[src/rtl/fqs_pkg.sv]
`timescale 1ns / 1ps
`default_nettype none
// ----------------------------------------------------------------------------
// fqs_pkg
// Types, codes and constants shared by the search FIFO and its checker.
// ----------------------------------------------------------------------------
package fqs_pkg;

	localparam int DEPTH  = 16;
	localparam int DATA_W = 32;
	localparam int PTR_W  = $clog2(DEPTH);
	localparam int CNT_W  = $clog2(DEPTH + 1);

	typedef enum logic [1:0] {
		OP_ENQUEUE = 2'd0,
		OP_DEQUEUE = 2'd1,
		OP_CLEAR   = 2'd2,
		OP_SEARCH  = 2'd3
	} op_t;

	typedef enum logic [1:0] {
		STAT_OK    = 2'd0,
		STAT_EMPTY = 2'd1,
		STAT_FULL  = 2'd2
	} status_t;

	typedef enum logic [1:0] {
		S_IDLE,
		S_SEARCH,
		S_READ,
		S_RESP
	} state_t;

	function automatic logic [PTR_W-1:0] ring_next(input logic [PTR_W-1:0] p);
		return (p == PTR_W'(DEPTH - 1)) ? '0 : p + 1'b1;
	endfunction

endpackage
`default_nettype wire

[src/rtl/fifo_queue_with_search.sv]
`timescale 1ns / 1ps
`default_nettype none
// ----------------------------------------------------------------------------
// fifo_queue_with_search
// Bounded ring FIFO of signed 32-bit words with enqueue, dequeue, clear and
// a linear search from the head.
// ----------------------------------------------------------------------------
// An operation is taken when start is high and busy is low, and exactly one
// result comes back later as a single-cycle done strobe, which the receiver
// must take as it comes. Enqueue, dequeue and clear update the pointers, and
// enqueue writes the entry store, at the accepting edge; busy stays high
// through S_READ, for the registered read of the head and rear entries, and
// S_RESP, to load the result. A search of a queue holding n words reads one
// stored word per cycle through a single read port, compares it with one
// shared comparator in the cycle after the read, holds busy high through
// its compares and stops early at the first match. done shows in a cycle
// where busy is already low, so the next start may be given alongside.
module fifo_queue_with_search (
	input  wire logic                             clk,
	input  wire logic                             arst_n,
	input  wire logic                             start,
	input  wire logic [1:0]                       operation,
	input  wire logic signed [fqs_pkg::DATA_W-1:0] value,
	output logic                                  busy,
	output logic                                  done,
	output logic [1:0]                            status,
	output logic [fqs_pkg::CNT_W-1:0]             fill_count,
	output logic signed [fqs_pkg::DATA_W-1:0]     head_value,
	output logic signed [fqs_pkg::DATA_W-1:0]     rear_value,
	output logic [fqs_pkg::CNT_W-1:0]             found_position
);

	fqs_pkg::state_t  state_q, state_d;
	fqs_pkg::op_t     op_in;
	fqs_pkg::status_t status_q, acc_status;

	logic [fqs_pkg::DATA_W-1:0] mem [fqs_pkg::DEPTH];

	logic [fqs_pkg::PTR_W-1:0]  head_q, tail_q, srch_ptr_q, rear_ptr, rd_addr_a;
	logic [fqs_pkg::CNT_W-1:0]  count_q, issue_cnt_q, found_q, cmp_pos_s1;
	logic                       cmp_vld_s1, done_q;
	logic [fqs_pkg::DATA_W-1:0] val_q, rd_a_q, rd_b_q;

	logic accept, is_full, is_empty;
	logic search_act, issue, hit, last_cmp, load_res;

	assign op_in    = fqs_pkg::op_t'(operation);
	assign is_full  = (count_q == fqs_pkg::CNT_W'(fqs_pkg::DEPTH));
	assign is_empty = (count_q == '0);
	assign accept   = start && (state_q == fqs_pkg::S_IDLE);
	assign rear_ptr = (tail_q == '0) ? fqs_pkg::PTR_W'(fqs_pkg::DEPTH - 1) : tail_q - 1'b1;

	// search pipeline: issue a read, compare the word in the cycle after
	assign issue     = search_act && (issue_cnt_q < count_q);
	assign hit       = search_act && cmp_vld_s1 && (rd_a_q == val_q);
	assign last_cmp  = search_act && cmp_vld_s1 && (cmp_pos_s1 == count_q);
	assign rd_addr_a = search_act ? srch_ptr_q : head_q;

	always_comb begin
		acc_status = fqs_pkg::STAT_OK;
		case (op_in)
			fqs_pkg::OP_ENQUEUE: begin
				if (is_full) acc_status = fqs_pkg::STAT_FULL;
			end
			fqs_pkg::OP_DEQUEUE, fqs_pkg::OP_CLEAR, fqs_pkg::OP_SEARCH: begin
				if (is_empty) acc_status = fqs_pkg::STAT_EMPTY;
			end
			default: acc_status = fqs_pkg::STAT_OK;
		endcase
	end

	// next state
	always_comb begin
		state_d = state_q;
		case (state_q)
			fqs_pkg::S_IDLE: begin
				if (start) begin
					if (op_in == fqs_pkg::OP_SEARCH && !is_empty) state_d = fqs_pkg::S_SEARCH;
					else state_d = fqs_pkg::S_READ;
				end
			end
			fqs_pkg::S_SEARCH: begin
				if (hit || last_cmp) state_d = fqs_pkg::S_READ;
			end
			fqs_pkg::S_READ: state_d = fqs_pkg::S_RESP;
			fqs_pkg::S_RESP: state_d = fqs_pkg::S_IDLE;
			default:         state_d = fqs_pkg::S_IDLE;
		endcase
	end

	// state outputs
	always_comb begin
		busy       = 1'b1;
		search_act = 1'b0;
		load_res   = 1'b0;
		case (state_q)
			fqs_pkg::S_IDLE:   busy = 1'b0;
			fqs_pkg::S_SEARCH: search_act = 1'b1;
			fqs_pkg::S_READ:   busy = 1'b1;
			fqs_pkg::S_RESP:   load_res = 1'b1;
			default:           busy = 1'b1;
		endcase
	end

	always_ff @(posedge clk or negedge arst_n) begin
		if (!arst_n) begin
			state_q     <= fqs_pkg::S_IDLE;
			status_q    <= fqs_pkg::STAT_OK;
			head_q      <= '0;
			tail_q      <= '0;
			count_q     <= '0;
			srch_ptr_q  <= '0;
			issue_cnt_q <= '0;
			found_q     <= '0;
			cmp_vld_s1  <= 1'b0;
			cmp_pos_s1  <= '0;
			done_q      <= 1'b0;
		end else begin
			state_q <= state_d;
			done_q  <= load_res;
			if (accept) begin
				status_q    <= acc_status;
				srch_ptr_q  <= head_q;
				issue_cnt_q <= '0;
				found_q     <= '0;
				cmp_vld_s1  <= 1'b0;
				case (op_in)
					fqs_pkg::OP_ENQUEUE: begin
						if (!is_full) begin
							tail_q  <= fqs_pkg::ring_next(tail_q);
							count_q <= count_q + 1'b1;
						end
					end
					fqs_pkg::OP_DEQUEUE: begin
						if (!is_empty) begin
							head_q  <= fqs_pkg::ring_next(head_q);
							count_q <= count_q - 1'b1;
						end
					end
					fqs_pkg::OP_CLEAR: begin
						head_q  <= '0;
						tail_q  <= '0;
						count_q <= '0;
					end
					fqs_pkg::OP_SEARCH: begin
						head_q <= head_q;
					end
					default: begin
						head_q <= head_q;
					end
				endcase
			end else if (search_act) begin
				cmp_vld_s1 <= issue;
				cmp_pos_s1 <= issue_cnt_q + 1'b1;
				if (issue) begin
					srch_ptr_q  <= fqs_pkg::ring_next(srch_ptr_q);
					issue_cnt_q <= issue_cnt_q + 1'b1;
				end
				if (hit) found_q <= cmp_pos_s1;
			end
		end
	end

	// entry store: one write port, two registered read ports
	always_ff @(posedge clk) begin
		if (accept && op_in == fqs_pkg::OP_ENQUEUE && !is_full) mem[tail_q] <= value;
		rd_a_q <= mem[rd_addr_a];
		rd_b_q <= mem[rear_ptr];
	end

	always_ff @(posedge clk) begin
		if (accept) val_q <= value;
		if (load_res) begin
			status         <= status_q;
			fill_count     <= count_q;
			head_value     <= is_empty ? '0 : rd_a_q;
			rear_value     <= is_empty ? '0 : rd_b_q;
			found_position <= found_q;
		end
	end

	assign done = done_q;

endmodule
`default_nettype wire

[config.mk]
export PLATFORM = sky130hd
export DESIGN_NAME = fifo_queue_with_search
export DESIGN_NICKNAME = d
export VERILOG_FILES = /design/src/rtl/fqs_pkg.sv /design/src/rtl/fifo_queue_with_search.sv
export SDC_FILE = /design/constraint.sdc
export NUM_CORES = 1
export LEC_CHECK = 0
export BUFFER_PORTS_ARGS = -buffer_cell sky130_fd_sc_hd__buf_2
export CORE_ASPECT_RATIO = 1.5
export CORE_MARGIN = 4
export CORE_UTILIZATION = 59
export CTS_CLUSTER_SIZE = 14
export DETAILED_ROUTE_END_ITERATION = 6
export GPL_TIMING_DRIVEN = 0
export MAX_ROUTING_LAYER = met4
export PLACE_DENSITY_LB_ADDON = 0.15
export SLEW_MARGIN = 25
export SYNTH_ARGS = -nofsm -noshare
export SYNTH_HDL_FRONTEND = slang
export SYNTH_SLANG_ARGS = --single-unit
[constraint.sdc]
create_clock -name clk -period 11.5 [get_ports clk]
set_input_delay 2.3 -clock clk [delete_from_list [all_inputs] [get_ports clk]]
set_output_delay 2.3 -clock clk [all_outputs]
set_load 0.005 [all_outputs]
Word level (Yosys, flattened, before mapping). Memory sizes are Yosys's and may differ from the RTL's. A register that Yosys moved wholly into a read port is not among the register bits. Index checks and enable logic that the tools add are counted.

Memories: 1. Register bits: 146. Bits in writable memories: 512. Output and inout port bits: 78.

Memories: mem (depth 16, width 32, read ports 2, clocked after memory_dff 2, wr ports 1, line fifo_queue_with_search.sv:37) `logic [fqs_pkg::DATA_W-1:0] mem [fqs_pkg::DEPTH];`.

Bitwise operators: 1. Reduce and logical (&&, ||, !) cells: 29. $add $sub $neg: 7. Muxes and demuxes: 35. Order comparisons: 1. Equality and inequality tests: 16.

Operators by type and width (count): 4-bit 2-to-1 mux (10); 5-bit 2-to-1 mux (8); 32-bit equality test (1); 4-bit case mux with 2 select lines (2); 5-bit case mux with 3 select lines (1); 4-bit by 1-bit adder with 4-bit output (second input constant) (3); 4-bit equality test (second input constant) (3); 5-bit by 1-bit adder with 5-bit output (second input constant) (2); 2-bit nonzero test (5); 2-bit equality test (second input constant) (4); 1-bit logical AND (8); 1-bit 2-to-1 mux (8); 2-bit 2-to-1 mux (4); 2-bit inequality test (second input constant) (4); 2-bit case mux with 4 select lines (1); 2-bit AND reduction (4); 3-bit AND reduction (2); 5-bit equality test (1); 5-bit equality test (second input constant) (1); 5-bit logical NOT (1); 5-bit less-than comparator (1); 5-bit by 1-bit subtractor with 5-bit output (second input constant) (1); 2-bit by 1-bit equality test with 1-bit output (second input constant) (2); 2-bit logical NOT (2); 9 further kinds (10).

Depth between registers and ports, before layout.
Depth after elaboration: 7. Mapped depth: 11.

Least setup slack after synthesis. OpenSTA, ideal clock, no wires.

Path kind: input to register. Start point: input operation[0]. End point: memory mem[0][0] (netlist bit), enable pin. Path buffers: 1. Cell stages on the path: 4. Data arrival time: 5.901 ns. Setup slack: 5.097 ns. Library setup time: 0.501 ns. Required time: 10.999 ns. Path through: clkbuf_1 > nor2_1 > nand2_1 > nor4_1.

Longest elaborated chain between the ends: 5.

Ends and longest elaborated chain: from (decl) (line fifo_queue_with_search.sv:22) `input wire logic [1:0] operation,`; 2-bit logical NOT (line fifo_queue_with_search.sv:166) `if (accept && op_in == fqs_pkg::OP_ENQUEUE && !is_full) mem[tail_q] <= value;`; 1-bit logical AND (2 in a row) (line fifo_queue_with_search.sv:166); 1-bit 2-to-1 mux (line fifo_queue_with_search.sv:166); 1-bit 2-to-1 mux (not written as such) (line fifo_queue_with_search.sv:166); to (decl) (line fifo_queue_with_search.sv:37).

No other way between the ends.

Final worst setup path.
Start point: register tail_q[0] (netlist bit). End point: register rd_b_q[9] (netlist bit), read port of mem.

Longest elaborated chain between the ends: 2. Elaborated cells between the ends (all ways): 3. Classes of those cells: add/sub (1); mux (1); reduce/logical (1).

Ends and longest elaborated chain: from (decl) (line fifo_queue_with_search.sv:39) `logic [fqs_pkg::PTR_W-1:0] head_q, tail_q, srch_ptr_q, rear_ptr, rd_addr_a;`; from (signal assigned) (line fifo_queue_with_search.sv:130) `tail_q <= fqs_pkg::ring_next(tail_q);`; 4-bit by 1-bit subtractor with 4-bit output or 4-bit logical NOT (tied branches) (line fifo_queue_with_search.sv:51) `assign rear_ptr = (tail_q == '0) ? fqs_pkg::PTR_W'(fqs_pkg::DEPTH - 1) : tail_q - 1'b1;`; 4-bit 2-to-1 mux (*) (line fifo_queue_with_search.sv:51); to (decl) (line fifo_queue_with_search.sv:42) `logic [fqs_pkg::DATA_W-1:0] val_q, rd_a_q, rd_b_q;`.

Mark *: on every way between the ends. The rest lies on a longest branch, timed or not. A chain may end at the register's enable or synchronous reset.

==> results.yml <==
run_status:
  status: "finished clean"
clocking:
  cts_root_buf: "clkbuf_16"
  cts_resized: 0
  clkSinkCount: 722
  cts_max_level: 3
  cts_setup_buffers: 0
  cts-buffers-inserted: 68
  clock_path_buffers: 3
  clkTransAtPathRegs_ns: 0.07
  cts_tree: "yes"
  clk-insertion-delay-late_ns: 0.61
  cts_hold_buf: 0
drt:
  routed_wl_mm: 84.5
  route.detailed.drc: 0
  firstDrtPassIters: 7
  wire_per_inst_um: 31.6
  ant_nets: 0
  viasPerCell: 6.77
  initialDrtViolationCount: 1834
  vias: 18100
power:
  total_power_mw: 9.52
  power.density_nw_per_um2: 272
  vdd_drop_max_v: 0.000267
  p_leak_nw: 11.9
sta:
  setup_viol: 0
  tightest_slew_ns: 1.03
  fin_crit_sh: 0.398
  hold_viol_final: 0
  tns_ns: 0
  finClkSkew_ns: 0.0288
  rsz0062_at_grt: "false"
  min_period_ns: 4.58
  fmax_mhz: 218
  relSlewSlack: 0.314
  slew_viol_final: 0
synthesis:
  ys_types: 46
  syn-cell-area_um2: 31100
  synth_edf_count: 620
  synth_cells: 1743
  yosys.area.top_type: "edfxtp_1"
  yosysSeqAreaShare: 0.671
  ys_ff_latch: 722
  ys_async_sr_fraction: 0.0526
  synth.avg_cell_area_um2: 17.8
  synth_flop_cell: "edfxtp_1"
  yosys-top-cells-area: "edfxtp_1 (60%), mux4_2 (19%), dfxtp_1 (4.1%), dfrtp_1 (3.1%), nand2_1 (1.9%)"
  synth_fp_nets: 1802
  synth_top_cell_area_share: 0.599
  ys_warn_count: 0
hold_path:
  hp-class: "reg2reg"
die:
  start_util: 0.599
  core.rowCount: 102
  die-width_um: 195
  core_area_um2: 51900
  die_y_um: 289
  ioPinCount: 115
  die_area_um2: 56500
global_route:
  track_usage: 0.310
  first_global_vias: 18800
  antenna_found_initial: 1
  grt_max_degree: 40
  grt_overflow_total: 0
  grt_pass1_wl_mm: 123
finish:
  nFillCells: 3420
  syn_to_final_growth_pct: 12.5
  nets: 2000
  fin_cells: 2674
  drive_gt1_frac: 0.272
worst_setup_path:
  crit_path_max_fanout: 10
  critical_path_required_ns: 11.98
  critPathLaunchType: "flip-flop"
  cp.arrival_ns: 5.06
  worst_setup_path_end_kind: "flip-flop"
  crit_type: "reg2reg"
placement:
  hpwl_mm: 54.4
  gp_congestion: 0.867
  dp.cells: 2547
  portBuffers: 113
job:
  cap_viol_max_count: 0
[report_power, final]
part	switching, mW	leakage [nW]	internal [mW]	total [mW]
combinational	2.27	4.14	1.62	3.89
clock	0.975	1.08	1.26	2.23
sequential	0.160	6.64	3.24	3.40
total	3.41	11.9	6.12	9.52
[registers in the layout, indices dropped and copies added, names as in the netlist, 5 cells and up]
register and cells:
found_q 5, mem 512, issue_cnt_q 5, rd_b_q 32, count_q 5, head_value 32
found_position 5, rd_a_q 32, rear_value 32, cmp_pos_s1 5, val_q 32, fill_count 5
[per-stage QoR]
| stage | hold slack [ns] | util | worst slack [ns] | area [um2] |
|---|---|---|---|---|
| floorplan | 0.423 | - | 5.10 | 31100 |
| global placement | 0.437 | 0.626 | 1.07 | 32500 |
| finish | 0.450 | 0.674 | 6.92 | 35000 |
| detailed placement | 0.437 | 0.632 | 6.89 | 32800 |
| CTS | 0.451 | 0.674 | 7.04 | 35000 |
| global route | 0.457 | 0.674 | 6.82 | 35000 |
[logic make-up after synthesis]
| logic type | synth area share |
|---|---|
| compound gates | 0.0398 |
| xor+xnor | 0.0132 |
| fa+ha+maj | 0.00909 |
| buf+inv | 0.0175 |
| flops | 0.671 |
| mux | 0.192 |
| simple gates | 0.0581 |
[Yosys cell counts, types with 4 or more instances]
cell and n:
ha_1 21, and2_1 68, edfxtp_1 620, xnor2_1 9
buf_1 7, nand2_1 154, a21o_1 5, o21ai_0 23
inv_1 16, nand3_1 6, a211oi_1 63, nand2b_1 8
nand4_1 4, buf_4 5, dfxtp_1 64, nor2b_1 65
mux4_2 257, a21oi_1 15, nor2_1 23, clkbuf_1 76
xor2_1 38, dfrtp_1 38, and3_1 9, buf_2 25
nor4_1 9, nor3_1 5, mux2i_1 14, a31oi_1 67
[worst paths after layout]
check | from | end | slack [ns] | cells past startpoint
setup / recovery | tail_q[0] | rd_b_q[9] | 6.92 | 10
hold / removal | status_q[1] | status[1] | 0.45 | 0
setup reg to reg | tail_q[0] | rd_b_q[9] | 6.92 | 10
hold reg to reg | status_q[1] | status[1] | 0.45 | 0
max in group asynchronous | arst_n | done | 9.09 | 1
min in group asynchronous | arst_n | count_q[2] | 1.83 | 1
[per-layer routing]
metal	global-route usage	part of all wire	vias up
met4	0.154	0.057	0
li1	-	-	7415
met5	-	0	-
met1	0.370	0.35	9315
met2	0.515	0.51	1077
met3	0.0575	0.084	288
[worst max-delay path, cell delays in order, from the launching register on]
cell	delay, ns
dfrtp_1	0.42
clkbuf_1	0.34
buf_2	0.47
inv_1	0.20
ha_1	0.32
clkbuf_1	0.54
buf_1	0.55
clkbuf_1	0.82
mux4_2	0.39
nand2_1	0.06
a31oi_1	0.33
[layout by cell type, fill, tap and decap left out, types with 62 or more instances in the layout]
| master | netlist | routed |
|---|---|---|
| dfxtp_1 | 64 | 64 |
| mux4_2 | 257 | 257 |
| a31oi_1 | 67 | 67 |
| nand2_1 | 154 | 154 |
| buf_2 | 25 | 145 |
| nor2b_1 | 65 | 65 |
| clkbuf_1 | 76 | 93 |
| and2_1 | 68 | 62 |
| clkbuf_16 | 0 | 70 |
| a211oi_1 | 63 | 63 |
| edfxtp_1 | 620 | 620 |
[area by class of cell]
cell class,instances,area (um2),area share
sequential,722,20900,0.596
tap,676,846,0.0242
buffer,114,489,0.0140
multi-input combinational,891,9790,0.280
timing repair buffer,128,766,0.0219
clock inverter,27,229,0.00654
antenna,1,2.50,0.0000715
inverter,16,60.1,0.00172
clock buffer,99,1960,0.0560
Power figures use the tool's default switching activity.
